`config.mk`:
```
export PLATFORM = sky130hd
export DESIGN_NAME = text_line_ending_converter
export DESIGN_NICKNAME = d
export VERILOG_FILES = /design/src/rtl/tlec_pkg.sv /design/src/rtl/text_line_ending_converter.sv /design/src/rtl/tlec_front.sv /design/src/rtl/tlec_queue.sv /design/src/rtl/tlec_back.sv
export SDC_FILE = /design/constraint.sdc
export NUM_CORES = 1
export LEC_CHECK = 0
export BUFFER_PORTS_ARGS = -buffer_cell sky130_fd_sc_hd__buf_2
export CORE_AREA = 8 8 106 98
export DETAILED_ROUTE_END_ITERATION = 7
export DIE_AREA = 0 0 114 106
export PLACE_DENSITY = 0.71
export RECOVER_POWER = 25
export SLEW_MARGIN = 10
export SYNTH_ARGS = -nofsm -noshare
export SYNTH_HDL_FRONTEND = slang
export SYNTH_SLANG_ARGS = --single-unit
```
`constraint.sdc`:
```
create_clock -name clk -period 12.4 [get_ports clk]
set_clock_uncertainty 0.05 [all_clocks]
set_input_delay 2.48 -clock clk [delete_from_list [all_inputs] [get_ports clk]]
set_output_delay 2.48 -clock clk [all_outputs]
set_load 0.01 [all_outputs]
```
`src/rtl/tlec_pkg.sv`:
```
// Shared types, constants and helpers for the text line ending converter.
package tlec_pkg;

  localparam logic [1:0] MODE_READ       = 2'd0;
  localparam logic [1:0] MODE_WRITE_PASS = 2'd1;
  localparam logic [1:0] MODE_WRITE_CRLF = 2'd2;

  localparam logic [7:0] CHAR_CR = 8'h0D;
  localparam logic [7:0] CHAR_LF = 8'h0A;

  localparam int MARK_LENGTH = 3;
  localparam int MAX_RESULTS = 3;
  localparam int QUEUE_DEPTH_DEF = 2;

  // Value of the mark stage once the mark question is settled.
  localparam logic [1:0] STAGE_DONE = 2'(MARK_LENGTH);

  // Up to three result bytes caused by one accepted input beat.
  typedef struct packed {
    logic [1:0]                    count;
    logic [MAX_RESULTS-1:0][7:0]   bytes;
    logic                          byte_valid;
    logic                          fin;
    logic                          mark;
  } bundle_t;

  typedef struct packed {
    logic full;
    logic empty;
  } q_status_t;

  function automatic logic [7:0] mark_byte(input logic [1:0] idx);
    logic [7:0] b;
    unique case (idx)
      2'd0:    b = 8'hEF;
      2'd1:    b = 8'hBB;
      2'd2:    b = 8'hBF;
      default: b = 8'h00;
    endcase
    return b;
  endfunction

endpackage

```
`src/rtl/text_line_ending_converter.sv`:
```
// Top level of the text line ending converter: mode register, front end, queue, back end.
//
//   channel  direction  handshake              payload
//   in_      input      in_tvalid/in_tready    tdata byte, tuser has_byte, tlast finish
//   out_     output     out_tvalid/out_tready  tdata byte+last_of_run, tuser, tlast end
//   cfg_     input      cfg_valid/cfg_ready    cfg_data direction_mode
//
// An input beat is taken while the queue is not full; it yields zero to three result
// beats, sent one per cycle by the back end while out_tready is held high. A bundle
// queue of QUEUE_DEPTH entries, two by default, lets the front run while the output
// stalls. Synchronous active-low reset clears mode, mark and CR state, and the queue.
// The configuration port is always ready.
module text_line_ending_converter #(
  parameter int QUEUE_DEPTH = tlec_pkg::QUEUE_DEPTH_DEF
) (
  input  logic        clk,
  input  logic        rst_n,
  input  logic        in_tvalid,
  output logic        in_tready,
  input  logic [7:0]  in_tdata,   // [7:0] data_byte
  input  logic        in_tuser,   // [0] has_byte
  input  logic        in_tlast,
  output logic        out_tvalid,
  input  logic        out_tready,
  output logic [15:0] out_tdata,  // [7:0] out_byte, [8] last_of_run, [15:9] zero
  output logic [1:0]  out_tuser,  // [0] byte_valid, [1] mark_found
  output logic        out_tlast,
  input  logic        cfg_valid,
  output logic        cfg_ready,
  input  logic [1:0]  cfg_data
);
  import tlec_pkg::*;

  logic [1:0] mode_r, mode_nxt;
  logic       push, pop;
  bundle_t    push_data, head;
  q_status_t  q_status;

  assign cfg_ready = 1'b1;
  assign mode_nxt  = (cfg_valid && cfg_ready) ? cfg_data : mode_r;

  always_ff @(posedge clk) begin
    if (!rst_n) begin
      mode_r <= MODE_READ;
    end else begin
      mode_r <= mode_nxt;
    end
  end

  tlec_front u_front (
    .clk       (clk),
    .rst_n     (rst_n),
    .mode      (mode_r),
    .in_tvalid (in_tvalid),
    .in_tready (in_tready),
    .in_tdata  (in_tdata),
    .in_tuser  (in_tuser),
    .in_tlast  (in_tlast),
    .q_status  (q_status),
    .push      (push),
    .push_data (push_data)
  );

  tlec_queue #(.DEPTH(QUEUE_DEPTH)) u_queue (
    .clk       (clk),
    .rst_n     (rst_n),
    .push      (push),
    .push_data (push_data),
    .pop       (pop),
    .head      (head),
    .status    (q_status)
  );

  tlec_back u_back (
    .clk        (clk),
    .rst_n      (rst_n),
    .head       (head),
    .q_status   (q_status),
    .pop        (pop),
    .out_tvalid (out_tvalid),
    .out_tready (out_tready),
    .out_tdata  (out_tdata),
    .out_tuser  (out_tuser),
    .out_tlast  (out_tlast)
  );

`ifndef NO_ASSERTIONS
  a_no_push_when_full: assert property (@(posedge clk) disable iff (!rst_n)
    push |-> !q_status.full) else $error("bundle pushed into a full queue");

  a_no_pop_when_empty: assert property (@(posedge clk) disable iff (!rst_n)
    pop |-> !q_status.empty) else $error("bundle popped from an empty queue");

  a_bare_is_end: assert property (@(posedge clk) disable iff (!rst_n)
    (out_tvalid && !out_tuser[0]) |-> (out_tlast && out_tdata[8]))
    else $error("bare end marker without end flags");

  a_end_is_last: assert property (@(posedge clk) disable iff (!rst_n)
    (out_tvalid && out_tlast) |-> out_tdata[8])
    else $error("stream end on a beat that is not last of its run");
`endif

endmodule

```
`src/rtl/tlec_front.sv`:
```
// Front end: accepts input beats, tracks mark and CR state, builds result bundles.
module tlec_front (
  input  logic               clk,
  input  logic               rst_n,
  input  logic [1:0]         mode,
  input  logic               in_tvalid,
  output logic               in_tready,
  input  logic [7:0]         in_tdata,
  input  logic               in_tuser,
  input  logic               in_tlast,
  input  tlec_pkg::q_status_t q_status,
  output logic               push,
  output tlec_pkg::bundle_t  push_data
);
  import tlec_pkg::*;

  localparam int NCAND = 6;

  logic [1:0] stage_r, stage_nxt;
  logic       cr_r, cr_nxt;
  logic       seen_r, seen_nxt;

  logic       accept;
  logic       rd, st3, has, fin;
  logic       match, mism;
  logic [1:0] stage_a;
  logic       cr_a, seen_a;
  logic [1:0] rel_cnt;
  logic [NCAND-1:0]      cand_en;
  logic [NCAND-1:0][7:0] cand_byte;
  logic [MAX_RESULTS-1:0][7:0] slot;
  logic [2:0] n;

  assign in_tready = !q_status.full;
  assign accept    = in_tvalid && in_tready;
  assign has       = in_tuser;
  assign fin       = in_tlast;
  assign rd        = (mode == MODE_READ);
  assign st3       = (stage_r == STAGE_DONE);

  always_comb begin
    match = rd && has && !st3 && (in_tdata == mark_byte(stage_r));
    mism  = rd && has && !st3 && (in_tdata != mark_byte(stage_r));

    if (match) begin
      stage_a = (stage_r == STAGE_DONE - 2'd1) ? STAGE_DONE : stage_r + 2'd1;
    end else if (mism) begin
      stage_a = STAGE_DONE;
    end else begin
      stage_a = stage_r;
    end

    seen_a = seen_r || (match && (stage_r == STAGE_DONE - 2'd1));

    // A byte that goes through CR handling leaves a pending CR exactly when it is a CR.
    if (rd && has && (st3 || mism)) begin
      cr_a = (in_tdata == CHAR_CR);
    end else begin
      cr_a = cr_r;
    end

    // Held mark bytes always equal the leading mark bytes, so they are released
    // from the constant rather than from storage.
    if (mism) begin
      rel_cnt = stage_r;
    end else if (rd && fin && (stage_a != STAGE_DONE)) begin
      rel_cnt = stage_a;
    end else begin
      rel_cnt = 2'd0;
    end

    cand_en[0]   = rd && has && st3 && cr_r && (in_tdata != CHAR_LF);
    cand_byte[0] = CHAR_CR;
    cand_en[1]   = (rel_cnt >= 2'd1);
    cand_byte[1] = mark_byte(2'd0);
    cand_en[2]   = (rel_cnt >= 2'd2);
    cand_byte[2] = mark_byte(2'd1);
    cand_en[3]   = !rd && has && (mode == MODE_WRITE_CRLF) && (in_tdata == CHAR_LF);
    cand_byte[3] = CHAR_CR;
    cand_en[4]   = rd ? (has && (st3 || mism) && (in_tdata != CHAR_CR)) : has;
    cand_byte[4] = in_tdata;
    cand_en[5]   = rd && fin && cr_a;
    cand_byte[5] = CHAR_CR;

    slot = '0;
    n    = 3'd0;
    for (int i = 0; i < NCAND; i++) begin
      if (cand_en[i] && (n < 3'(MAX_RESULTS))) begin
        slot[n[1:0]] = cand_byte[i];
        n            = n + 3'd1;
      end
    end

    if (accept && fin) begin
      stage_nxt = 2'd0;
      cr_nxt    = 1'b0;
      seen_nxt  = 1'b0;
    end else if (accept) begin
      stage_nxt = stage_a;
      cr_nxt    = cr_a;
      seen_nxt  = seen_a;
    end else begin
      stage_nxt = stage_r;
      cr_nxt    = cr_r;
      seen_nxt  = seen_r;
    end
  end

  assign push                 = accept && ((n != 3'd0) || fin);
  assign push_data.count      = (n == 3'd0) ? 2'd1 : n[1:0];
  assign push_data.bytes      = slot;
  assign push_data.byte_valid = (n != 3'd0);
  assign push_data.fin        = fin;
  assign push_data.mark       = seen_a;

  always_ff @(posedge clk) begin
    if (!rst_n) begin
      stage_r <= 2'd0;
      cr_r    <= 1'b0;
      seen_r  <= 1'b0;
    end else begin
      stage_r <= stage_nxt;
      cr_r    <= cr_nxt;
      seen_r  <= seen_nxt;
    end
  end

endmodule

```
`src/rtl/tlec_queue.sv`:
```
// Short bundle queue between the front end and the output serializer.
module tlec_queue #(
  parameter int DEPTH = tlec_pkg::QUEUE_DEPTH_DEF
) (
  input  logic                clk,
  input  logic                rst_n,
  input  logic                push,
  input  tlec_pkg::bundle_t   push_data,
  input  logic                pop,
  output tlec_pkg::bundle_t   head,
  output tlec_pkg::q_status_t status
);
  import tlec_pkg::*;

  localparam int AW = (DEPTH > 1) ? $clog2(DEPTH) : 1;
  localparam int CW = $clog2(DEPTH + 1);

  bundle_t        mem_r [DEPTH];
  logic [AW-1:0]  wr_ptr_r, wr_ptr_nxt;
  logic [AW-1:0]  rd_ptr_r, rd_ptr_nxt;
  logic [CW-1:0]  count_r, count_nxt;
  logic           do_push, do_pop;

  assign status.full  = (count_r == CW'(DEPTH));
  assign status.empty = (count_r == '0);
  assign do_push      = push && !status.full;
  assign do_pop       = pop && !status.empty;
  assign head         = mem_r[rd_ptr_r];

  always_comb begin
    wr_ptr_nxt = wr_ptr_r;
    rd_ptr_nxt = rd_ptr_r;
    count_nxt  = count_r;
    if (do_push) begin
      wr_ptr_nxt = (wr_ptr_r == AW'(DEPTH - 1)) ? '0 : wr_ptr_r + AW'(1);
    end
    if (do_pop) begin
      rd_ptr_nxt = (rd_ptr_r == AW'(DEPTH - 1)) ? '0 : rd_ptr_r + AW'(1);
    end
    if (do_push && !do_pop) begin
      count_nxt = count_r + CW'(1);
    end else if (do_pop && !do_push) begin
      count_nxt = count_r - CW'(1);
    end
  end

  always_ff @(posedge clk) begin
    if (do_push) begin
      mem_r[wr_ptr_r] <= push_data;
    end
  end

  always_ff @(posedge clk) begin
    if (!rst_n) begin
      wr_ptr_r <= '0;
      rd_ptr_r <= '0;
      count_r  <= '0;
    end else begin
      wr_ptr_r <= wr_ptr_nxt;
      rd_ptr_r <= rd_ptr_nxt;
      count_r  <= count_nxt;
    end
  end

endmodule

```
`src/rtl/tlec_back.sv`:
```
// Back end: walks the head bundle one result at a time into the output register.
module tlec_back (
  input  logic                clk,
  input  logic                rst_n,
  input  tlec_pkg::bundle_t   head,
  input  tlec_pkg::q_status_t q_status,
  output logic                pop,
  output logic                out_tvalid,
  input  logic                out_tready,
  output logic [15:0]         out_tdata,
  output logic [1:0]          out_tuser,
  output logic                out_tlast
);
  import tlec_pkg::*;

  logic [1:0] idx_r, idx_nxt;
  logic       valid_r, valid_nxt;
  logic [7:0] byte_r, byte_nxt;
  logic       bvalid_r, bvalid_nxt;
  logic       last_r, last_nxt;
  logic       end_r, end_nxt;
  logic       mark_r, mark_nxt;

  logic       load, is_last;
  logic [7:0] sel_byte;

  assign load    = !q_status.empty && (!valid_r || out_tready);
  assign is_last = (idx_r == head.count - 2'd1);
  assign pop     = load && is_last;

  always_comb begin
    case (idx_r)
      2'd0:    sel_byte = head.bytes[0];
      2'd1:    sel_byte = head.bytes[1];
      2'd2:    sel_byte = head.bytes[2];
      default: sel_byte = 8'h00;
    endcase

    idx_nxt    = idx_r;
    valid_nxt  = valid_r;
    byte_nxt   = byte_r;
    bvalid_nxt = bvalid_r;
    last_nxt   = last_r;
    end_nxt    = end_r;
    mark_nxt   = mark_r;
    if (load) begin
      idx_nxt    = is_last ? 2'd0 : idx_r + 2'd1;
      valid_nxt  = 1'b1;
      byte_nxt   = sel_byte;
      bvalid_nxt = head.byte_valid;
      last_nxt   = is_last;
      end_nxt    = is_last && head.fin;
      mark_nxt   = head.mark;
    end else if (out_tready) begin
      valid_nxt = 1'b0;
    end
  end

  always_ff @(posedge clk) begin
    if (!rst_n) begin
      idx_r   <= 2'd0;
      valid_r <= 1'b0;
    end else begin
      idx_r   <= idx_nxt;
      valid_r <= valid_nxt;
    end
  end

  always_ff @(posedge clk) begin
    byte_r   <= byte_nxt;
    bvalid_r <= bvalid_nxt;
    last_r   <= last_nxt;
    end_r    <= end_nxt;
    mark_r   <= mark_nxt;
  end

  assign out_tvalid = valid_r;
  assign out_tdata  = {7'd0, last_r, byte_r};
  assign out_tuser  = {mark_r, bvalid_r};
  assign out_tlast  = end_r;

endmodule
```
# Word-level counts from Yosys, hierarchy flattened
# Memory sizes are Yosys's and may differ from the RTL's. A register that Yosys moved wholly into a read port is not among the register bits.
# Index checks and enable logic that the tools add are counted.
dict set report totals {
  reg_bits 25
  ramBits 58
  in_bits 17
  out_inout_bits 22
  wordCells 173
  memories 1
}
dict set report classes {
  n_addsub 12
  order_cmp 17
  n_eq_ne 15
  mux 44
  bitwise 13
  n_reduce_logical 57
}
# name words word_bits rd rd_clocked_by_memory_dff wr line_no
set mem_list {}
lappend mem_list {u_queue.mem_r 2 29 1 1 1 tlec_queue.sv:18} ;# bundle_t mem_r [DEPTH];
# cell count
set op_table {}
lappend op_table {{2-to-1 mux 24 bit} 5}
lappend op_table {{demux 8 bit (select 2 bit)} 5}
lappend op_table {{case mux 8 bit (3 select lines)} 2}
lappend op_table {{2-to-1 mux 8 bit} 5}
lappend op_table {{logical AND 1 bit} 37}
lappend op_table {{bitwise AND 15 bit} 2}
lappend op_table {{NOT 15 bit} 2}
lappend op_table {{bitwise mux 24 bit} 1}
lappend op_table {{OR 4 x 21 -> 21 bit} 1}
lappend op_table {{2-to-1 mux 2 bit} 9}
lappend op_table {{OR 18 bit} 1}
lappend op_table {{OR 9 bit} 2}
lappend op_table {{equality test 8 x 4 -> 1 bit, second input constant} 2}
lappend op_table {{!= test 8 x 4 -> 1 bit, second input constant} 2}
lappend op_table {{2-to-1 mux 3 bit} 5}
lappend op_table {{adder 3 x 1 -> 3 bit, second input constant} 4}
lappend op_table {{less-than comparator 2 x 3 -> 1 bit, second input constant} 4}
lappend op_table {{less-than comparator 3 x 2 -> 1 bit, second input constant} 4}
lappend op_table {{2-to-1 mux 1 bit} 11}
lappend op_table {{equality test 2 bit, second input constant} 5}
lappend op_table {{>= comparator 2 x 1 -> 1 bit, second input constant} 5}
lappend op_table {{equality test 8 bit} 1}
lappend op_table {{logical NOT 2 bit} 4}
lappend op_table {{!= test 8 bit} 1}
lappend op_table {{23 further kinds} 38}

# Logic depth before layout (Yosys ltp)
# Gate-level depths: netlist (run 1).
dict set report logic_depth {
  depth_word 33
  mapped_depth 31
  ltp_nobuf 30
}

# Modules after synthesis
# Synthesis (run 1) repeated with hierarchy kept, for this count alone.
dict set report hier_totals {
  cells_unflattened 425
  area_unflattened_um2 4887.2
}
# mod n_inst cells_per_inst area_per_inst_um2 seq_area_each_um2
set by_module_without_submodules {}
lappend by_module_without_submodules {tlec_queue 1 115 2322.2 1841.8}
lappend by_module_without_submodules {tlec_front 1 232 1685.4 80.1}
lappend by_module_without_submodules {tlec_back 1 70 795.8 420.4}
lappend by_module_without_submodules {text_line_ending_converter 1 8 83.8 40.0}

# Worst setup path after synthesis (run 1)
# Ideal clock, no wire load.
dict set report synth_path {
  path_type {in2reg}
  from {input in_tdata[2]}
  to {memory u_queue.mem_r[0][0] in the netlist's numbering, enable pin}
  setup_ps 384
  arrival_time_ps 7381
  required_time_ps 11966
  setup_slack_ps 4586
  path_stages 21
  path_buffers 2
  cell_sequence {buf_2 > xor2_1 > nand2_1 > o31a_1 > xor2_1 > o22ai_1 > inv_1 > fa_1 > clkinv_1 > ha_1 > o21ai_0 > ha_1 > and2_1 > or2_1 > buf_4 > inv_1 > ha_1 > nand3b_1 > mux2i_1 > nand3_1 > o211a_1}
}
# element line_no
set synth_rtl {}
lappend synth_rtl {{start: declaration} text_line_ending_converter.sv:20} ;# input logic [7:0] in_tdata,
lappend synth_rtl {{end: declaration} tlec_queue.sv:18}

==> results.toml, run 1 <==
[clock_tree]
htree_levels = 3
cts_tree = "done"
clock_path_buffers = 2
cts_buffers = 9
clock-sinks = 84
ctsResizeCount = 0
hold_buffers = 0
cts-root-buf = "clkbuf_8"
postCtsSetupBuffers = 0
insertion_delay_ns = 0.35
clkSlewWorstSetupHoldPaths_ns = 0.08

[global_route]
overflow = 0
grt_start_max_net_pins = 30
grt_use_total_pct = 17.4
grt_pass1_wl_um = 16400
grt_pass1_vias = 3115
antenna_found_initial = 0

[floorplanning]
die_h_um = 106
initial_core_util_pct = 52.5
ios = 39
die_area_mm2 = 0.0121
coreArea_mm2 = 0.00875
rows = 33
die_w_um = 114

[status]
status = "completed"

[critical_path]
end_kind = "flip-flop"
arrival_ns = 8.47
cp_max_fo = 29
crit_type = "input port to flip-flop"
start_kind = "input port"
required_ns = 12.32

[power_and_ir_drop]
clockPowerShare_pct = 18.8
leakage_nw = 1.82
p_int_mw = 0.609
switching_share_pct = 35.6
ir_worst_vdd_mv = 0.0616
p_seq_share_pct = 47.9
pwr-share-comb_pct = 33.3
power_density_mw_per_mm2 = 192
switching_power_mw = 0.337

[routing]
route.detailed.drc = 0
wl_um = 10200
detail-route-antenna-nets = 0
viasPerCell = 5.73
vias = 3223
dr.pass1.iters = 6
wire_per_inst_um = 18.2
drt_iter0_drc = 330

[flow_run]
drv_cap = 0

[yosys]
yosys.cell_types.count = 67
synthFlopType = "edfxtp_1"
synth_top_cell_by_area = "edfxtp_1"
yosysTopAreaCellShare_pct = 45.7
syn_avg_cell_area_um2 = 11.0
synthCells = 416
ys_async_sr_fraction_pct = 0
synth_area_mm2 = 0.00460
yosysWarnings = 0
synth_edf_count = 70
ys_ff_latch = 84
ys_seq_area_share_pct = 51.8
synth_area_leaders = "edfxtp_1, ha_1, dfxtp_1"

[sta]
hold_ws_ns = 0.493
worstMarginPinSlew_ns = 1.13
slew_headroom_pct = 24.6
drv_slew = 0
rsz0062_at_grt = "false"
min_period_ns = 8.55
fin_setup_tns_ns = 0
fmax_mhz = 117
period_share_pct = 69.0
setup_violations = 0
finalHoldViolations = 0

[hold_path]
hold_class = "flip-flop to flip-flop"

[final_layout]
drive_above_1_share_pct = 9.77
syn2layout_area_growth_pct = 7.19
antenna_cells = 0
fin_nets = 479
fillers = 790

[placement]
port_buffers = 30
dp.final_hpwl_um = 7630
gp_congestion = 0.929
[per-stage QoR]
step / total power [mW] / area, um2 / setup slack [ns] / util [%] / std cells
3_3_place_gp: 0.769 / 4760 / 3.72 / 54.4 / 546
4_1_cts: 0.961 / 4940 / 3.88 / 56.5 / 562
3_5_place_dp: 0.782 / 4760 / 3.51 / 54.4 / 546
6_report: 0.946 / 4930 / 3.85 / 56.3 / 562
5_1_grt: 1.01 / 4930 / 3.40 / 56.3 / 562
2_1_floorplan: 0.694 / 4620 / 4.59 / - / 422
[placed cells by master (no fill, tap or decap), types with 8 or more instances in the layout]
master	count
a222oi_1	16
nand3_1	8
edfxtp_1	70
a21oi_1	22
nor2b_1	15
conb_1	8
nor2_1	29
a211oi_1	10
o21ai_0	18
ha_1	26
clkbuf_1	14
inv_1	20
dfxtp_1	14
clkbuf_8	9
buf_2	16
nand2_1	34
[cells in the mapped netlist (3+ instances only)]
master	number
and3_1	3
clkbuf_1	11
nor2_1	29
buf_4	12
o21a_1	4
and2_0	3
mux2i_1	6
nand3b_1	3
edfxtp_1	70
nand2_1	34
dfxtp_1	14
or3_1	4
nor4_1	4
o21ai_0	18
nor3_1	7
nand3_1	8
a211oi_1	10
and2_1	7
o31a_1	3
xor2_1	3
nor2b_1	15
a21oi_1	22
ha_1	26
inv_1	20
a222oi_1	16
nor3b_1	5
xnor2_1	6
mux2_2	3
o311a_1	3
[cell type report]
class	count	area, um2	area share, %
flip-flops and latches	84	2380	48.4
repair buffers	30	133	2.69
clock buffers	9	124	2.51
clock inverters	7	58.8	1.19
inverters	21	78.8	1.60
multi-input cells	289	2000	40.5
well taps	122	153	3.10
[power by group through the flow]
stage | Sequential [mW] | Combinational, mW | Clock [mW]
finish | 0.453 | 0.315 | 0.177
global route | 0.463 | 0.353 | 0.193
CTS | 0.453 | 0.324 | 0.184
detailed placement | 0.460 | 0.322 | 0
global placement | 0.457 | 0.312 | 0
floorplan | 0.453 | 0.241 | 0
[registers in the layout, indices dropped and copies added, names as in the netlist, named ones only]
| name | cells |
|---|---|
| u_queue.mem_r | 58 |
| u_back.byte_r | 8 |
| mode_r | 2 |
| u_back.idx_r | 2 |
| u_front.stage_r | 2 |
| u_queue.count_r | 2 |
| u_back.bvalid_r | 1 |
| u_back.last_r | 1 |
| u_back.mark_r | 1 |
| u_back.out_tlast | 1 |
| u_back.out_tvalid | 1 |
| u_front.cr_r | 1 |
| u_front.seen_r | 1 |
| u_queue.rd_ptr_r | 1 |
| u_queue.wr_ptr_r | 1 |
[cells by family after synthesis]
group	share of synthesized area [%]
AND/OR/NAND/NOR	15.5
AO/OA/AOI/OAI	16.0
flip-flops	51.8
buffers and inverters	5.20
adder cells (fa/ha/maj)	7.51
XOR/XNOR	1.72
multiplexers	2.04
other	0.163
[layer usage]
metal	vias to the layer above	global-route usage (%)	part of all wire (%)
met5	-	0	0
met3	15	3.91	4.9
li1	1571	-	-
met1	1545	22.6	45
met2	92	27.6	48
met4	0	7.31	1.9
[worst paths after layout]
path / startpoint / endpoint / slack (ns) / cells after the start
hold reg to reg: u_queue.count_r[1]$_SDFFE_PN0P_ / u_queue.count_r[1]$_SDFFE_PN0P_ / 0.49 / 2
hold / removal: u_queue.count_r[1]$_SDFFE_PN0P_ / u_queue.count_r[1]$_SDFFE_PN0P_ / 0.49 / 2
setup / recovery: in_tdata[0] / u_queue.mem_r[0][26]$_DFFE_PP_ / 3.85 / 21
setup reg to reg: u_front.stage_r[1]$_SDFFE_PP0P_ / u_queue.mem_r[0][26]$_DFFE_PP_ / 5.16 / 22
[worst max-delay path, cell delays in order]
cell and delay [ns]:
buf_2 0.15, nand2b_1 0.21, o211ai_2 0.21, o31a_1 0.43
xor2_1 0.18, o22ai_1 0.40, inv_1 0.17, fa_1 0.63
clkinv_1 0.25, ha_1 0.39, o21ai_0 0.33, ha_1 0.31
nand2_1 0.08, a21boi_2 0.08, or2_1 0.39, inv_1 0.14
ha_1 0.24, nand3b_1 0.08, mux2i_1 0.11, nand3_1 0.22
o211a_1 0.93
(Power assumes the default switching activity.)
==> run 2, diff against run 1 <==
Settings changed: CORE_AREA 8 8 106 98 to 8 8 107 99, DIE_AREA 0 0 114 106 to 0 0 115 107, PLACE_DENSITY 0.71 to 0.73.
Clock period 12.4 ns to 7.7 ns, I/O delays scaled along.
==> run 2 against run 1 <==
Critical path type unchanged. Sequential cell count unchanged. Count of clock-buffer cells in the layout stayed put. Routed wire length barely moved. Final area grew 1.2%. Non-clock buffer count up 3.
==> results.toml, run 2 (synthesis gave the netlist of run 1 again) <==
[status]
status = "completed"

[critical_path]
cp_num_buf_inv = 4
crit_family = "adder cells"
arrival_ns = 7.39
end_kind = "flip-flop"
crit_path_frequent_cell = "ha_1"
critPathMaxStageDelay_ns = 0.59
crit_type = "input port to flip-flop"
cp_max_fo = 7
slowest_stage = "fa_1"
start_kind = "input port"
required_ns = 7.93

[final_layout]
fillers = 793
syn2layout_area_growth_pct = 8.47
antenna_cells = 0
largest_reg_flops = 58
post-route-util_pct = 56.4
drive_above_1_share_pct = 10.4
fin_cells = 565
fin_nets = 482
regMostFlops = "u_queue.mem_r"
largestRegisters = "u_queue.mem_r x58, u_back.byte_r x8"
final_cell_mix = "edfxtp_1, nand2_1, nor2_1"
layout_commonest_cell = "edfxtp_1"

[floorplanning]
die_h_um = 107
ios = 39
coreArea_mm2 = 0.00884
rows = 33
initial_core_util_pct = 52.0
die_area_mm2 = 0.0123
die_w_um = 115

[sta]
worstMarginPinSlew_ns = 0.807
finalHoldViolations = 0
period_share_pct = 93.1
fmax_mhz = 140
slew_headroom_pct = 46.1
rsz0062_at_grt = "false"
drv_slew = 0
fin_setup_tns_ns = 0
min_period_ns = 7.17
setup_violations = 0
setup_ws_ns = 0.532

[clock_tree]
clock_path_buffers = 2
clkSlewWorstSetupHoldPaths_ns = 0.08
clock-sinks = 84
cts_buffers = 9
cts_tree = "done"
cts-root-buf = "clkbuf_8"
htree_levels = 3
insertion_delay_ns = 0.36

[global_route]
antenna_found_initial = 0
overflow = 0
grt_start_max_net_pins = 30
grt_use_total_pct = 17.1
grt_pass1_wl_um = 16500
grt_pass1_vias = 3302

[power_and_ir_drop]
power_density_mw_per_mm2 = 317
ir_worst_vdd_mv = 0.128
finalPower_mw = 1.58
leakage_nw = 1.85

[placement]
pre_cts_slack_ns = 0.167
port_buffers = 30
dp.final_hpwl_um = 7680
dpl.cell_count = 549
gp_congestion = 0.876

[routing]
wl_um = 10200
vias = 3319
wire_per_inst_um = 18.1
drt_iter0_drc = 372
dr.pass1.iters = 5
viasPerCell = 5.87
detail-route-antenna-nets = 0
route.detailed.drc = 0

[hold_path]
hold_class = "flip-flop to flip-flop"

[flow_run]
drv_cap = 0
[run 2: changes by cell type in the layout (fill, tap and decap cells not counted)]
cell        change
clkinv_8        +1
o21ai_1         +1
buf_4           +3
bufinv_16       +1
inv_8           +2
o21ai_0         -1
clkinv_4        -2
inv_6           -2
clkinv_2        -1
clkinvlp_4      +1
[run 2: metrics by stage]
step | hold slack, ns | area (um2)
5_1_grt | 0.520 | 4980
2_1_floorplan | 0.441 | 4620
6_report | 0.501 | 4980
3_3_place_gp | 0.457 | 4780
3_5_place_dp | 0.484 | 4780
4_1_cts | 0.499 | 5000
[run 2: timing repair]
item / 4_1_cts / 5_1_grt
setup endpoints to repair: 0 / 1
hold buffers: 0 / 0
buffers inserted: 0 / 0
resized for setup: 0 / 1
[run 2: power breakdown]
group / internal [mW] / leakage (nW) / switching (mW)
clock: 0.159 / 0.104 / 0.178
combinational: 0.192 / 0.965 / 0.321
sequential: 0.669 / 0.779 / 0.0614
[run 2: routing by layer]
metal | up-vias | share of wire (%) | global-route usage [%]
li1 | 1585 | - | -
met1 | 1582 | 43 | 21.4
met2 | 136 | 47 | 28.0
met3 | 16 | 7.6 | 3.31
met4 | 0 | 2.1 | 7.78
met5 | - | 0 | 0
[run 2: path summary, 6_finish.rpt]
check / from / endpoint / slack, ns / depth (start not counted)
worst max-delay path: in_tdata[0] / u_queue.count_r[1]$_SDFFE_PN0P_ / 0.53 / 26
worst min-delay path: u_queue.count_r[1]$_SDFFE_PN0P_ / u_queue.count_r[1]$_SDFFE_PN0P_ / 0.50 / 2
worst max register to register: u_front.stage_r[1]$_SDFFE_PP0P_ / u_queue.count_r[1]$_SDFFE_PN0P_ / 0.93 / 27
worst min register to register: u_queue.count_r[1]$_SDFFE_PN0P_ / u_queue.count_r[1]$_SDFFE_PN0P_ / 0.50 / 2
[run 2: worst min-delay path, stage by stage, from the launching register on]
cell	delay [ns]
dfxtp_1	0.35
o21ai_0	0.08
a21boi_0	0.08
[run 2: cell type report]
cell class	count	area, um2	area share [%]
Sequential cell	84	2380	47.8
Multi-Input combinational cell	289	2000	40.1
Timing Repair Buffer	33	155	3.11
Tap cell	122	153	3.06
Clock buffer	9	124	2.48
Clock inverter	7	95.1	1.91
Inverter	21	78.8	1.58
